===== src/sv/cdc_pkg.sv =====
// ----------------------------------------------------------------------------
// Calendar date counter package
// Shared types, codes, month table and the control program for the date
// counter sequencer.
// ----------------------------------------------------------------------------
package cdc_pkg;

    // Calendar limits. The year is kept as an offset from the base year.
    localparam logic [11:0] YEAR_BASE = 12'd1900;
    localparam logic [11:0] YEAR_TOP  = 12'd2100;
    localparam logic [7:0]  OFS_TOP   = 8'd200;
    localparam logic [3:0]  MONTH_TOP = 4'd12;
    localparam logic [4:0]  DAY_TOP   = 5'd31;
    localparam logic [4:0]  DAY_LEAP  = 5'd29;
    localparam logic [3:0]  MONTH_FEB = 4'd2;

    // Operation codes carried on the input channel.
    typedef logic [1:0] t_mode;
    localparam t_mode MODE_SET = 2'd0;
    localparam t_mode MODE_INC = 2'd1;
    localparam t_mode MODE_ADD = 2'd2;

    // Status codes reported with each result.
    typedef logic [2:0] t_status;
    localparam t_status ST_OK        = 3'd0;
    localparam t_status ST_BAD_MONTH = 3'd1;
    localparam t_status ST_BAD_YEAR  = 3'd2;
    localparam t_status ST_BAD_DAY   = 3'd3;
    localparam t_status ST_OVERFLOW  = 3'd4;

    // Program counter and step addresses.
    typedef logic [2:0] t_pc;
    localparam t_pc PC_FETCH = 3'd0;
    localparam t_pc PC_SET   = 3'd1;
    localparam t_pc PC_INC   = 3'd2;
    localparam t_pc PC_ADD   = 3'd3;
    localparam t_pc PC_NOP   = 3'd4;
    localparam t_pc PC_EMIT  = 3'd5;
    localparam t_pc PC_SPARE = 3'd6;
    localparam t_pc PC_LAST  = 3'd7;

    // Datapath operations selected by the control word.
    typedef logic [2:0] t_op;
    localparam t_op OP_NONE   = 3'd0;
    localparam t_op OP_ACCEPT = 3'd1;
    localparam t_op OP_LOAD   = 3'd2;
    localparam t_op OP_INC    = 3'd3;
    localparam t_op OP_ADD    = 3'd4;
    localparam t_op OP_EMIT   = 3'd5;

    // Jump conditions. When the condition holds the sequencer jumps,
    // otherwise it repeats the current step.
    typedef logic [1:0] t_cond;
    localparam t_cond COND_ALWAYS   = 2'd0;
    localparam t_cond COND_IN_VALID = 2'd1;
    localparam t_cond COND_CNT_DONE = 2'd2;
    localparam t_cond COND_OUT_FREE = 2'd3;

    // One control word. With dispatch set, the jump target is offset by the mode.
    typedef struct packed {
        t_op   op;
        t_cond cond;
        logic  dispatch;
        t_pc   tgt;
    } t_uword;

    // Status flags that the datapath returns to the sequencer.
    typedef struct packed {
        logic in_valid;
        logic cnt_done;
        logic out_free;
    } t_flags;

    // Control program.
    localparam t_uword UCODE [8] = '{
        '{OP_ACCEPT, COND_IN_VALID, 1'b1, PC_SET},   // fetch a beat, branch on mode
        '{OP_LOAD,   COND_ALWAYS,   1'b0, PC_EMIT},  // set date
        '{OP_INC,    COND_ALWAYS,   1'b0, PC_EMIT},  // one day forward
        '{OP_ADD,    COND_CNT_DONE, 1'b0, PC_EMIT},  // one day per pass until done
        '{OP_NONE,   COND_ALWAYS,   1'b0, PC_EMIT},  // unused mode
        '{OP_EMIT,   COND_OUT_FREE, 1'b0, PC_FETCH}, // hand result to output register
        '{OP_NONE,   COND_ALWAYS,   1'b0, PC_FETCH},
        '{OP_NONE,   COND_ALWAYS,   1'b0, PC_FETCH}
    };

    // Days per month in a common year; unused codes read as zero.
    localparam logic [4:0] MONTH_LEN [16] = '{
        5'd0,  5'd31, 5'd28, 5'd31, 5'd30, 5'd31, 5'd30, 5'd31,
        5'd31, 5'd30, 5'd31, 5'd30, 5'd31, 5'd0,  5'd0,  5'd0
    };

    // Leap test on a year offset from 1900. Valid for offsets 0 to 200, where
    // only 1900 and 2100 are century years that are not leap years.
    function automatic logic ofs_leap(input logic [7:0] ofs);
        return (ofs[1:0] == 2'b00) && (ofs != 8'd0) && (ofs != OFS_TOP);
    endfunction

    // Length of a month, with February stretched in leap years.
    function automatic logic [4:0] days_in(input logic [3:0] month, input logic leap);
        logic [4:0] len;
        len = MONTH_LEN[month];
        if (month == MONTH_FEB && leap) begin
            len = DAY_LEAP;
        end
        return len;
    endfunction

endpackage


===== src/sv/cdc_if.sv =====
// ----------------------------------------------------------------------------
// Calendar date counter channels
// Valid/ready channels for command beats and result beats.
// ----------------------------------------------------------------------------
interface cdc_in_if;
    logic        valid;
    logic        ready;
    logic [1:0]  mode;
    logic [4:0]  new_day;
    logic [3:0]  new_month;
    logic [11:0] new_year;
    logic [15:0] add_count;

    modport source (output valid, mode, new_day, new_month, new_year, add_count,
                    input ready);
    modport sink   (input valid, mode, new_day, new_month, new_year, add_count,
                    output ready);
endinterface

interface cdc_out_if;
    logic        valid;
    logic        ready;
    logic [4:0]  out_day;
    logic [3:0]  out_month;
    logic [11:0] out_year;
    logic [2:0]  status;

    modport source (output valid, out_day, out_month, out_year, status, input ready);
    modport sink   (input valid, out_day, out_month, out_year, status, output ready);
endinterface


===== src/sv/cdc_seq.sv =====
// ----------------------------------------------------------------------------
// Calendar date counter sequencer
// Step counter over the control program with conditional jumps.
// ----------------------------------------------------------------------------
module cdc_seq (
    input  logic            i_clk,
    input  logic            i_rst_n,
    input  cdc_pkg::t_flags i_flags,
    input  cdc_pkg::t_mode  i_mode,
    output cdc_pkg::t_uword o_uword
);

    cdc_pkg::t_pc    r_pc;
    cdc_pkg::t_pc    n_pc;
    cdc_pkg::t_uword w_uword;
    logic            w_take;

    // Control word for the current step.
    assign w_uword = cdc_pkg::UCODE[r_pc];
    assign o_uword = w_uword;

    // Evaluate the jump condition.
    always_comb begin
        unique case (w_uword.cond)
            cdc_pkg::COND_ALWAYS:   w_take = 1'b1;
            cdc_pkg::COND_IN_VALID: w_take = i_flags.in_valid;
            cdc_pkg::COND_CNT_DONE: w_take = i_flags.cnt_done;
            cdc_pkg::COND_OUT_FREE: w_take = i_flags.out_free;
            default:                w_take = 1'b1;
        endcase
    end

    // Next step: jump, dispatch on mode, or repeat this step.
    always_comb begin
        n_pc = r_pc;
        if (w_take) begin
            if (w_uword.dispatch) begin
                n_pc = cdc_pkg::t_pc'(w_uword.tgt + {1'b0, i_mode});
            end else begin
                n_pc = w_uword.tgt;
            end
        end
    end

    always_ff @(posedge i_clk) begin
        if (!i_rst_n) begin
            r_pc <= cdc_pkg::PC_FETCH;
        end else begin
            r_pc <= n_pc;
        end
    end

endmodule


===== src/sv/cdc_dp.sv =====
// ----------------------------------------------------------------------------
// Calendar date counter datapath
// Date registers, day stepper, set validation, day counter and the output
// register, all driven by the sequencer's control word.
// ----------------------------------------------------------------------------
module cdc_dp #(
    parameter int ADD_BITS = 16
) (
    input  logic            i_clk,
    input  logic            i_rst_n,
    input  cdc_pkg::t_uword i_uword,
    input  logic            i_in_valid,
    input  logic [4:0]      i_new_day,
    input  logic [3:0]      i_new_month,
    input  logic [11:0]     i_new_year,
    input  logic [15:0]     i_add_count,
    input  logic            i_out_ready,
    output cdc_pkg::t_flags o_flags,
    output logic            o_out_valid,
    output logic [4:0]      o_out_day,
    output logic [3:0]      o_out_month,
    output logic [11:0]     o_out_year,
    output logic [2:0]      o_status
);

    // Stored date; the year is an offset from 1900.
    logic [4:0]            r_day,   n_day;
    logic [3:0]            r_month, n_month;
    logic [7:0]            r_ofs,   n_ofs;
    logic [ADD_BITS-1:0]   r_cnt,   n_cnt;
    cdc_pkg::t_status      r_stat,  n_stat;
    logic [4:0]            r_nday;
    logic [3:0]            r_nmonth;
    logic [11:0]           r_nyear;
    logic                  r_out_valid;
    logic [4:0]            r_out_day;
    logic [3:0]            r_out_month;
    logic [11:0]           r_out_year;
    cdc_pkg::t_status      r_out_stat;

    logic                  w_accept;
    logic                  w_emit;
    logic                  w_out_free;
    logic                  w_at_limit;
    logic [4:0]            w_dim;
    logic [4:0]            w_adv_day;
    logic [3:0]            w_adv_month;
    logic [7:0]            w_adv_ofs;
    logic [31:0]           w_cnt_ext;
    logic [11:0]           w_ydiff;
    logic [7:0]            w_nofs;
    logic                  w_bad_month;
    logic                  w_bad_year;
    logic                  w_bad_day;

    assign w_accept   = (i_uword.op == cdc_pkg::OP_ACCEPT) && i_in_valid;
    assign w_out_free = !r_out_valid || i_out_ready;
    assign w_emit     = (i_uword.op == cdc_pkg::OP_EMIT) && w_out_free;
    assign w_cnt_ext  = {16'd0, i_add_count};

    // Limit check and the date one day later.
    assign w_at_limit = (r_ofs == cdc_pkg::OFS_TOP) && (r_month == cdc_pkg::MONTH_TOP)
                     && (r_day == cdc_pkg::DAY_TOP);
    assign w_dim      = cdc_pkg::days_in(r_month, cdc_pkg::ofs_leap(r_ofs));

    always_comb begin
        w_adv_day   = 5'd1;
        w_adv_month = r_month;
        w_adv_ofs   = r_ofs;
        if (r_day < w_dim) begin
            w_adv_day = r_day + 5'd1;
        end else if (r_month < cdc_pkg::MONTH_TOP) begin
            w_adv_month = r_month + 4'd1;
        end else begin
            w_adv_month = 4'd1;
            w_adv_ofs   = r_ofs + 8'd1;
        end
    end

    // Set validation in priority order: month, year, day.
    assign w_ydiff     = r_nyear - cdc_pkg::YEAR_BASE;
    assign w_nofs      = w_ydiff[7:0];
    assign w_bad_month = (r_nmonth == 4'd0) || (r_nmonth > cdc_pkg::MONTH_TOP);
    assign w_bad_year  = (r_nyear < cdc_pkg::YEAR_BASE) || (r_nyear > cdc_pkg::YEAR_TOP);
    assign w_bad_day   = (r_nday == 5'd0)
                      || (r_nday > cdc_pkg::days_in(r_nmonth, cdc_pkg::ofs_leap(w_nofs)));

    // Flags back to the sequencer.
    assign o_flags.in_valid = i_in_valid;
    assign o_flags.cnt_done = (r_cnt == '0) || w_at_limit;
    assign o_flags.out_free = w_out_free;

    // Operation decode.
    always_comb begin
        n_day   = r_day;
        n_month = r_month;
        n_ofs   = r_ofs;
        n_cnt   = r_cnt;
        n_stat  = r_stat;
        unique case (i_uword.op) inside
            cdc_pkg::OP_ACCEPT: begin
                if (w_accept) begin
                    n_cnt  = w_cnt_ext[ADD_BITS-1:0];
                    n_stat = cdc_pkg::ST_OK;
                end
            end
            cdc_pkg::OP_LOAD: begin
                if (w_bad_month) begin
                    n_stat = cdc_pkg::ST_BAD_MONTH;
                end else if (w_bad_year) begin
                    n_stat = cdc_pkg::ST_BAD_YEAR;
                end else if (w_bad_day) begin
                    n_stat = cdc_pkg::ST_BAD_DAY;
                end else begin
                    n_day   = r_nday;
                    n_month = r_nmonth;
                    n_ofs   = w_nofs;
                end
            end
            cdc_pkg::OP_INC: begin
                if (w_at_limit) begin
                    n_stat = cdc_pkg::ST_OVERFLOW;
                end else begin
                    n_day   = w_adv_day;
                    n_month = w_adv_month;
                    n_ofs   = w_adv_ofs;
                end
            end
            cdc_pkg::OP_ADD: begin
                if (r_cnt != '0) begin
                    if (w_at_limit) begin
                        n_stat = cdc_pkg::ST_OVERFLOW;
                    end else begin
                        n_day   = w_adv_day;
                        n_month = w_adv_month;
                        n_ofs   = w_adv_ofs;
                        n_cnt   = r_cnt - ADD_BITS'(1);
                    end
                end
            end
            cdc_pkg::OP_NONE, cdc_pkg::OP_EMIT: begin
            end
            default: begin
            end
        endcase
    end

    // Date and output-valid control registers.
    always_ff @(posedge i_clk) begin
        if (!i_rst_n) begin
            r_day       <= 5'd1;
            r_month     <= 4'd1;
            r_ofs       <= 8'd0;
            r_out_valid <= 1'b0;
        end else begin
            r_day   <= n_day;
            r_month <= n_month;
            r_ofs   <= n_ofs;
            if (w_emit) begin
                r_out_valid <= 1'b1;
            end else if (i_out_ready) begin
                r_out_valid <= 1'b0;
            end
        end
    end

    // Working payload: day count, status and the captured set fields.
    always_ff @(posedge i_clk) begin
        r_cnt  <= n_cnt;
        r_stat <= n_stat;
        if (w_accept) begin
            r_nday   <= i_new_day;
            r_nmonth <= i_new_month;
            r_nyear  <= i_new_year;
        end
    end

    // Output register, loaded when the result is handed over.
    always_ff @(posedge i_clk) begin
        if (w_emit) begin
            r_out_day   <= r_day;
            r_out_month <= r_month;
            r_out_year  <= cdc_pkg::YEAR_BASE + {4'd0, r_ofs};
            r_out_stat  <= r_stat;
        end
    end

    assign o_out_valid = r_out_valid;
    assign o_out_day   = r_out_day;
    assign o_out_month = r_out_month;
    assign o_out_year  = r_out_year;
    assign o_status    = r_out_stat;

endmodule


===== src/sv/calendar_date_counter_core.sv =====
// ----------------------------------------------------------------------------
// Calendar date counter core
// Gregorian date register (1 Jan 1900 to 31 Dec 2100) with set, one-day
// increment and add-days commands, run by a small control program.
// ----------------------------------------------------------------------------
// Usage:
// - i_in carries one command beat: mode 0 sets the date from new_day,
//   new_month and new_year after checking month, year and day in turn;
//   mode 1 moves one day forward; mode 2 moves add_count days forward.
// - o_out returns exactly one result beat per command: the date after the
//   command and a status (ok, bad month, bad year, bad day, overflow).
// - Commands are taken one at a time. Set, increment and the unused mode
//   pass through their work step and then the emit step, which loads the
//   result register; an add repeats its step, the day stepper advancing one
//   day a cycle, until the count is spent or the date reaches 31 Dec 2100.
//   A new command is accepted only after the previous result has been
//   loaded into the output register.
// - The result sits in an output register. A stalled receiver holds it
//   there while the next command is taken and worked; that command's result
//   waits for the register to drain before it is loaded.
// - Reset sets the date to 1 Jan 1900 and empties the output register.
// ----------------------------------------------------------------------------
module calendar_date_counter_core #(
    parameter int ADD_BITS = 16
) (
    input  logic      i_clk,
    input  logic      i_rst_n,
    cdc_in_if.sink    i_in,
    cdc_out_if.source o_out
);

    cdc_pkg::t_uword w_uword;
    cdc_pkg::t_flags w_flags;

    // The input is ready only on the fetch step.
    assign i_in.ready = (w_uword.op == cdc_pkg::OP_ACCEPT);

    // Step counter and control program.
    cdc_seq u_seq (
        .i_clk   (i_clk),
        .i_rst_n (i_rst_n),
        .i_flags (w_flags),
        .i_mode  (i_in.mode),
        .o_uword (w_uword)
    );

    // Date datapath and output register.
    cdc_dp #(
        .ADD_BITS (ADD_BITS)
    ) u_dp (
        .i_clk       (i_clk),
        .i_rst_n     (i_rst_n),
        .i_uword     (w_uword),
        .i_in_valid  (i_in.valid),
        .i_new_day   (i_in.new_day),
        .i_new_month (i_in.new_month),
        .i_new_year  (i_in.new_year),
        .i_add_count (i_in.add_count),
        .i_out_ready (o_out.ready),
        .o_flags     (w_flags),
        .o_out_valid (o_out.valid),
        .o_out_day   (o_out.out_day),
        .o_out_month (o_out.out_month),
        .o_out_year  (o_out.out_year),
        .o_status    (o_out.status)
    );

endmodule


===== src/flat_wrapper.sv =====
// flat-port wrapper written by rule: the top's interface ports become plain ports
module calendar_date_counter_core_flat 
#(
    parameter int ADD_BITS = 16
)
  (i_clk, i_rst_n, i_in_valid, i_in_mode, i_in_new_day, i_in_new_month, i_in_new_year, i_in_add_count, i_in_ready, o_out_valid, o_out_out_day, o_out_out_month, o_out_out_year, o_out_status, o_out_ready);
  cdc_in_if i_in_i ();
  cdc_out_if o_out_i ();
  input  logic i_clk;
  input  logic i_rst_n;
  input wire logic [$bits(i_in_i.valid)-1:0] i_in_valid;
  input wire logic [$bits(i_in_i.mode)-1:0] i_in_mode;
  input wire logic [$bits(i_in_i.new_day)-1:0] i_in_new_day;
  input wire logic [$bits(i_in_i.new_month)-1:0] i_in_new_month;
  input wire logic [$bits(i_in_i.new_year)-1:0] i_in_new_year;
  input wire logic [$bits(i_in_i.add_count)-1:0] i_in_add_count;
  output wire logic [$bits(i_in_i.ready)-1:0] i_in_ready;
  output wire logic [$bits(o_out_i.valid)-1:0] o_out_valid;
  output wire logic [$bits(o_out_i.out_day)-1:0] o_out_out_day;
  output wire logic [$bits(o_out_i.out_month)-1:0] o_out_out_month;
  output wire logic [$bits(o_out_i.out_year)-1:0] o_out_out_year;
  output wire logic [$bits(o_out_i.status)-1:0] o_out_status;
  input wire logic [$bits(o_out_i.ready)-1:0] o_out_ready;
  assign i_in_i.valid = i_in_valid;
  assign i_in_i.mode = i_in_mode;
  assign i_in_i.new_day = i_in_new_day;
  assign i_in_i.new_month = i_in_new_month;
  assign i_in_i.new_year = i_in_new_year;
  assign i_in_i.add_count = i_in_add_count;
  assign i_in_ready = i_in_i.ready;
  assign o_out_valid = o_out_i.valid;
  assign o_out_out_day = o_out_i.out_day;
  assign o_out_out_month = o_out_i.out_month;
  assign o_out_out_year = o_out_i.out_year;
  assign o_out_status = o_out_i.status;
  assign o_out_i.ready = o_out_ready;
  calendar_date_counter_core #(.ADD_BITS(ADD_BITS)) u_core (.i_clk(i_clk), .i_rst_n(i_rst_n), .i_in(i_in_i), .o_out(o_out_i));
endmodule

===== config.mk =====
export PLATFORM = sky130hd
export DESIGN_NAME = calendar_date_counter_core_flat
export DESIGN_NICKNAME = d
export VERILOG_FILES = /design/src/sv/cdc_pkg.sv /design/src/sv/cdc_if.sv /design/src/sv/cdc_seq.sv /design/src/sv/cdc_dp.sv /design/src/sv/calendar_date_counter_core.sv /design/src/flat_wrapper.sv
export SDC_FILE = /design/constraint.sdc
export NUM_CORES = 1
export LEC_CHECK = 0
export BUFFER_PORTS_ARGS = -buffer_cell sky130_fd_sc_hd__buf_2
export CORE_UTILIZATION = 57
export CTS_BUF_LIST = sky130_fd_sc_hd__clkbuf_8 sky130_fd_sc_hd__clkbuf_16
export CTS_CLUSTER_DIAMETER = 40
export DETAILED_ROUTE_END_ITERATION = 12
export GPL_TIMING_DRIVEN = 0
export PLACE_DENSITY = 0.87
export SLEW_MARGIN = 15
export SYNTH_ARGS = -nofsm -noshare
export SYNTH_HDL_FRONTEND = slang
export SYNTH_SLANG_ARGS = --single-unit

===== constraint.sdc =====
create_clock -name i_clk -period 4.4 [get_ports i_clk]
set_input_delay 0.66 -clock i_clk [delete_from_list [all_inputs] [get_ports i_clk]]
set_output_delay 0.66 -clock i_clk [all_outputs]
set_load 0.05 [all_outputs]

==> summary.md, run 1 <==
| Metric | Value |
|---|---|
| Inserted Clock Buffers | 9 |
| Fin crit share | 83.2% |
| Post-Layout Cell Count | 630 |
| Slew Viols, Final | 0 |
| Post-CTS sizing | 0 |
| Clk root buf | clkbuf_8 |
| Most frequent cells after synthesis | edfxtp_1, nor2_1, nand2_1, a21oi_1, ha_1 |
| Slowest CP cell | edfxtp_1 |
| Antenna Violating Nets Remaining | 0 |
| Hold Worst Slack | 0.428 ns |
| DRC Markers | 0 |
| Worst-path maximum fanout | 10 |
| Slowest stage delay, CP | 0.49 ns |
| YS warnings | 0 |
| FILL cells | 598 |
| Die W | 91.8 um |
| Finish-stage setup viols | 0 |
| TNS Setup | 0 ns |
| Clock Latency Late Sink | 0.37 ns |
| Fmax | 273 MHz |
| Post-Syn Instances | 442 |
| WL/cell | 14.3 um |
| Critical Path, Cell by Cell | ha_1 -> o21ai_0 -> xor2_1 -> nor3b_1 -> a21oi_1 -> o41ai_1 -> a21oi_1 -> ha_1 -> a21oi_1 -> o21ai_0 -> a41o_1 -> or3b_1 -> buf_6 -> buf_6 -> o221a_2 |
| Cell variety after synth | 69 |
| Final setup margin | 0.737 ns |
| Initial Util | 59.2% |
| Max cap viols | 0 |
| Kind of critical path | flop to flop |
| CTS Buffer Depth | 2 |
| FF-to-FF path depth | 15 |
| Vias per cell | 5.75 |
| Crit start category | flop |
| Total chip power | 3.29 mW |
| Core area | 7770 um2 |
| Sink Count | 85 |
| Crit end category | flop |
| Final #Nets | 595 |
| Dpl ws | 0.790 ns |
| RSZ-0062 raised after global routing | no |
| H-tree depth | 3 |
| Synth top area cells | edfxtp_1, dfxtp_1, ha_1 |
| Inserted Diodes | 0 |
| Synthesized cell area | 4600 um2 |
| Global-route wire length before repair | 15.0 mm |
| Clock skew | 0.0122 ns |
| Hpwl dp | 6.68 mm |
| Placer Congestion | 0.873 |
| Reg2reg start | u_core.u_dp.r_nyear[2] |
| Top-area cell type share of the netlist area | 41.8% |
| Die ar. | 8430 um2 |
| Most used cell, CP | a21oi_1 |
| CP top delay family | compound AO/OA/AOI/OAI gates |
| Ports | 69 |
| Register bit total from synthesis | 85 |
| Fin. Hold Viols | 0 |
| Final Util | 68.0% |
| Minimum clock period after layout | 3.66 ns |
| Vias after detailed routing | 3,623 |
| CTS tree | done |
| Actual slew at the worst max-slew pin | 1.07 ns |
| FFs w/ async S/R, synth | 0% |
| Syn avg cell area | 10.4 um2 |
| Global Route Usage Sum | 22.9% |
| Most frequent cell after synthesis | edfxtp_1 |
| Status | finished, final reports clean |
| Largest net degree at the start of global routing | 23 |
| WP buf/inv | 2 |
| Post-synth net total | 514 |
| Slew headroom | 27.9% |
| Ys flop type | edfxtp_1 |
| Die Y | 91.8 um |
| Setup crit end | u_core.u_dp.r_ofs[4] |
| Area delta synth->final | 14.9% |
| Reg clk slew, reported paths | 0.09 ns |
| WP data arrival | 3.92 ns |
| Worst R2R Setup Slack | 0.74 ns |
| Post-synth EDFFs | 64 |
| Reg2reg end | u_core.u_dp.r_ofs[4] |
| PwrDens | 623 nW/um2 |
| CTS hold repair buffers | 0 |
| Placed cell area | 5100 um2 |
| VDD IR max | 0.327 mV |
| Placed instance count | 614 |
| Row count | 32 |
| Grt ovf | 0 |
| Sequential area share after synthesis | 51.0% |
| Required time of the critical path | 4.66 ns |
| CP Depth | 15 |
| CP Launch Point | u_core.u_dp.r_nyear[2] |
| Synth area leader | edfxtp_1 |
| Drt initial violations | 387 |
| Pleak | 2.06 nW |
| Initial antenna violation count | 0 |
| Routed Wire Length | 9.03 mm |
| Setup bufs post-CTS | 0 |
| Design Area, Final | 5280 um2 |
| I/O Buffers | 68 |
| Share of cells above drive strength 1 | 21.8% |
| Hold Path Class | flop to flop |
| DR pass1 iterations | 6 |
| Vias in the first global route | 3,240 |
-- flip-flops by register name, indices dropped and copies added, names as in the netlist, 5 cells and up --
| signal | cells |
|---|---|
| u_core.u_dp.r_cnt | 16 |
| u_core.u_dp.o_out_year | 12 |
| u_core.u_dp.r_nyear | 12 |
| u_core.u_dp.r_ofs | 8 |
| u_core.u_dp.o_out_day | 5 |
| u_core.u_dp.r_day | 5 |
| u_core.u_dp.r_nday | 5 |
-- final cells by class --
class,count,area [um2],area share (%)
inverter,27,101,1.92
multi-input combinational,312,2060,38.9
sequential,85,2340,44.3
buffer,18,113,2.13
clock buffer,9,124,2.34
tap,102,128,2.42
clock inverter,7,57.6,1.09
timing repair buffer,70,363,6.87
-- worst min-delay path by stage --
stage,start,end,slack [ns],depth (start not counted)
after floorplan,u_core.u_dp.r_stat[0],u_core.u_dp.o_status[0],0.40,0
after global placement,u_core.u_dp.r_stat[0],u_core.u_dp.o_status[0],0.41,0
after detailed placement,u_core.u_dp.r_month[3],u_core.u_dp.o_out_month[3],0.41,0
after CTS,u_core.u_dp.r_month[3],u_core.u_dp.o_out_month[3],0.43,0
after global routing,u_core.u_dp.r_month[3],u_core.u_dp.o_out_month[3],0.43,0
final,u_core.u_dp.r_month[3],u_core.u_dp.o_out_month[3],0.43,0
-- kinds of logic (layout without fill, tap and decap cells) --
| kind of cell | after synthesis | count (layout) | synth area share [%] |
|---|---|---|---|
| buffers and inverters | 45 | 131 | 4.65 |
| AO/OA/AOI/OAI | 98 | 98 | 14.3 |
| XOR/XNOR | 21 | 21 | 4.00 |
| adder cells (fa/ha/maj) | 29 | 29 | 7.89 |
| flip-flops | 85 | 85 | 51.0 |
| multiplexers | 3 | 3 | 0.789 |
| AND/OR/NAND/NOR | 161 | 161 | 17.4 |
-- cell usage in the layout (no fill, tap or decap), drive strengths merged, types with 3 or more instances in the layout --
master,count
nand2,36
or4,3
nand2b,11
edfxtp,64
clkinv,4
nor2,51
and3,3
nor4,9
nor3,11
inv,29
xnor2,14
o21ai,23
clkbuf,17
nor3b,3
a22oi,3
xor2,7
o211ai,6
and2,6
ha,29
nand4,7
buf,80
nor2b,4
dfxtp,21
a21oi,35
nand3,10
-- worst reg2reg max path: stages, from the launching register on --
cell and delay (ns):
edfxtp_1 0.49, ha_1 0.30, o21ai_0 0.20, xor2_1 0.16, nor3b_1 0.32, a21oi_1 0.09
o41ai_1 0.28, a21oi_1 0.13, ha_1 0.30, a21oi_1 0.06, o21ai_0 0.10, a41o_1 0.25
or3b_1 0.37, buf_6 0.16, buf_6 0.14, o221a_2 0.22
-- power by group --
part | total [mW] | internal [mW] | switching, mW | leakage [nW]
Sequential | 1.37 | 1.18 | 0.192 | 0.758
Combinational | 1.41 | 0.524 | 0.888 | 1.21
Clock | 0.508 | 0.212 | 0.296 | 0.0907
Total | 3.29 | 1.92 | 1.38 | 2.06
-- layer usage --
layer | wire length, um | part of all wire (%) | track usage, % | vias to the layer above
li1 | - | - | - | 1778
met1 | 4000 | 44 | 30.5 | 1668
met2 | 4250 | 47 | 36.7 | 158
met3 | 579 | 6.4 | 4.06 | 19
met4 | 200 | 2.2 | 10.7 | 0
met5 | 0 | 0 | 0 | -
(Power assumes the default switching activity.)
==> inputs of run 2 (changes only) <==
Settings changed: ABC_AREA set to 1, CORE_UTILIZATION 57 to 52, PLACE_DENSITY 0.87 to 0.83.
Clock period 4.4 ns to 3.01 ns, I/O delays scaled along.
==> summary.md, run 2 <==
| Metric | Value |
|---|---|
| Synth top area cells | edfxtp_1, nand2_1, dfxtp_1 |
| Status | finished, final reports clean |
| Synthesized cell area | 4850 um2 |
| Hpwl dp | 7.62 mm |
| H-tree depth | 3 |
| Sink Count | 85 |
| Clock skew | 0.0134 ns |
| FFs w/ async S/R, synth | 0% |
| RSZ-0062 raised after global routing | no |
| YS warnings | 0 |
| Inserted Diodes | 0 |
| Final Util | 63.7% |
| Inserted Clock Buffers | 9 |
| Fmax | 349 MHz |
| Fin crit share | 95.2% |
| Max cap viols | 0 |
| I/O Buffers | 67 |
| Minimum clock period after layout | 2.87 ns |
| Slew Viols, Final | 0 |
| Largest register FFs | 16 |
| Most frequent cells after synthesis | nand2_1, nor2_1, inv_1, edfxtp_1, o21ai_0 |
| Worst-path maximum fanout | 4 |
| Routed Wire Length | 10.2 mm |
| Drt initial violations | 297 |
| Top-area cell type share of the netlist area | 39.6% |
| Share of cells above drive strength 1 | 19.1% |
| Vias per cell | 5.27 |
| Most frequent cells in the layout | nand2_1, nor2_1, inv_1, buf_2, edfxtp_1 |
| Post-Syn Instances | 579 |
| DR pass1 iterations | 5 |
| Pleak | 2.57 nW |
| Global Route Usage Sum | 21.7% |
| Register bit total from synthesis | 85 |
| Row count | 34 |
| VDD IR max | 0.532 mV |
| Vias after detailed routing | 4,096 |
| Grt ovf | 0 |
| Largest net degree at the start of global routing | 20 |
| Kind of critical path | flop to flop |
| Ys flop type | edfxtp_1 |
| Busiest metal layer after global routing | met2 |
| Cell variety after synth | 38 |
| Initial Util | 54.6% |
| Commonest non-fill, non-tap cell in the layout | nand2_1 |
| GR Util met2 | 36.6% |
| Initial antenna violation count | 0 |
| Post-synth EDFFs | 64 |
| WL/cell | 13.1 um |
| Placer Congestion | 0.886 |
| Fin. Hold Viols | 0 |
| Crit start category | flop |
| WP data arrival | 2.88 ns |
| Synth area leader | edfxtp_1 |
| GRT met1 Usage | 28.4% |
| Final #Nets | 736 |
| Sequential area share after synthesis | 48.3% |
| Die Y | 98.6 um |
| Clk root buf | clkbuf_8 |
| CTS tree | done |
| Area delta synth->final | 16.8% |
| Most frequent cell after synthesis | nand2_1 |
| Finish-stage setup viols | 0 |
| Actual slew at the worst max-slew pin | 0.527 ns |
| Met3 Track Usage GR | 3.40% |
| Syn avg cell area | 8.38 um2 |
| Worst R2R Setup Slack | 0.14 ns |
| FILL cells | 700 |
| Post-synth net total | 651 |
| Core area | 8890 um2 |
| Ports | 69 |
| Die W | 98.6 um |
| Die ar. | 9720 um2 |
| Crit end category | flop |
| CTS Buffer Depth | 2 |
| TNS Setup | 0 ns |
| Hold Path Class | primary input to flop |
| Global-route wire length before repair | 16.8 mm |
| PwrDens | 915 nW/um2 |
| Vias in the first global route | 3,838 |
| Slew headroom | 64.9% |
| Top reg by flops | u_core.u_dp.r_cnt |
| Required time of the critical path | 3.02 ns |
| Clock Latency Late Sink | 0.36 ns |
| Reg clk slew, reported paths | 0.09 ns |
| DRC Markers | 0 |
| Antenna Violating Nets Remaining | 0 |
## run 2: cell types whose count changed after synthesis, moves of 19 or more
cell / delta
nor2_1: +42
nand2_1: +88
o21ai_0: +19
inv_1: +56
a21oi_1: -22
nand3_1: +20
## run 2: power by group
part | total [mW] | internal (mW) | switching [mW]
clock network | 0.817 | 0.388 | 0.429
logic | 2.39 | 0.825 | 1.56
registers | 1.98 | 1.73 | 0.254
total | 5.19 | 2.94 | 2.24
## run 2: through the flow
| stage | setup WS [ns] | power, mW | instance area (um2) | std cells | hold WS (ns) |
|---|---|---|---|---|---|
| 3_5_place_dp | -0.102 | 4.17 | 5370 | 756 | 0.405 |
| 4_1_cts | 0.0277 | 5.01 | 5580 | 773 | 0.254 |
| 5_1_grt | 0.00282 | 5.54 | 5670 | 777 | 0.246 |
| 2_1_floorplan | 0.264 | 3.62 | 4860 | 579 | 0.400 |
| 3_3_place_gp | -0.0596 | 4.01 | 5330 | 754 | 0.411 |
| 6_report | 0.144 | 5.19 | 5670 | 777 | 0.258 |
## run 2: worst paths after layout
kind / end / start / cells after the start
worst max register to register: u_core.u_dp.r_stat[1] / u_core.u_dp.r_nyear[2] / 16
worst min-delay path: u_core.u_dp.r_nyear[5] / i_in_new_year[5] / 1
worst max-delay path: u_core.u_dp.r_stat[1] / u_core.u_dp.r_nyear[2] / 16
worst min register to register: u_core.u_dp.o_status[1] / u_core.u_dp.r_stat[1] / 0
## run 2: cells by family (layout without fill, tap and decap cells)
kind of cell,after synthesis,count (layout),synth area share [%]
and+or+nand+nor,279,279,25.0
xor gates and xnor gates,13,13,2.35
adders and majority gates,29,29,7.48
AOI/OAI and AO/OA,75,75,8.72
buffers and inverters,98,188,8.20
DFF,85,85,48.3
## run 2: worst max-delay path: stages, from the launching register on
cell and delay (ns):
edfxtp_1 0.43, inv_1 0.10, o21ai_1 0.20, nand3_1 0.13, xor2_1 0.31, o21ai_2 0.10
o211ai_1 0.10, nand2_1 0.09, o211ai_1 0.10, ha_1 0.25, nand2_1 0.07, inv_1 0.04
nor2_1 0.09, nand2_1 0.07, nand3_2 0.09, nor3_1 0.07, nor4_2 0.30
## run 2: final cells by class
type	count	area [um2]	share of cell area, %
timing repair buffer	74	412	7.27
inverter	86	325	5.74
tap	108	135	2.39
clock buffer	9	124	2.19
clock inverter	7	73.8	1.30
sequential	85	2340	41.3
buffer	12	75.1	1.33
multi-input combinational	396	2180	38.4
## run 2: routing by layer
metal | vias up | wire length, um
met5 | - | 0
met4 | 0 | 241
met3 | 29 | 484
met2 | 128 | 4890
met1 | 1879 | 4590
li1 | 2060 | -
## run 2: what timing repair did
action	in CTS	in global routing
gates cloned	0	1
endpoints found under the setup margin	14	36
buffers inserted	1	3
gates resized for setup	3	17
hold buffers	0	0
pin swaps	0	5
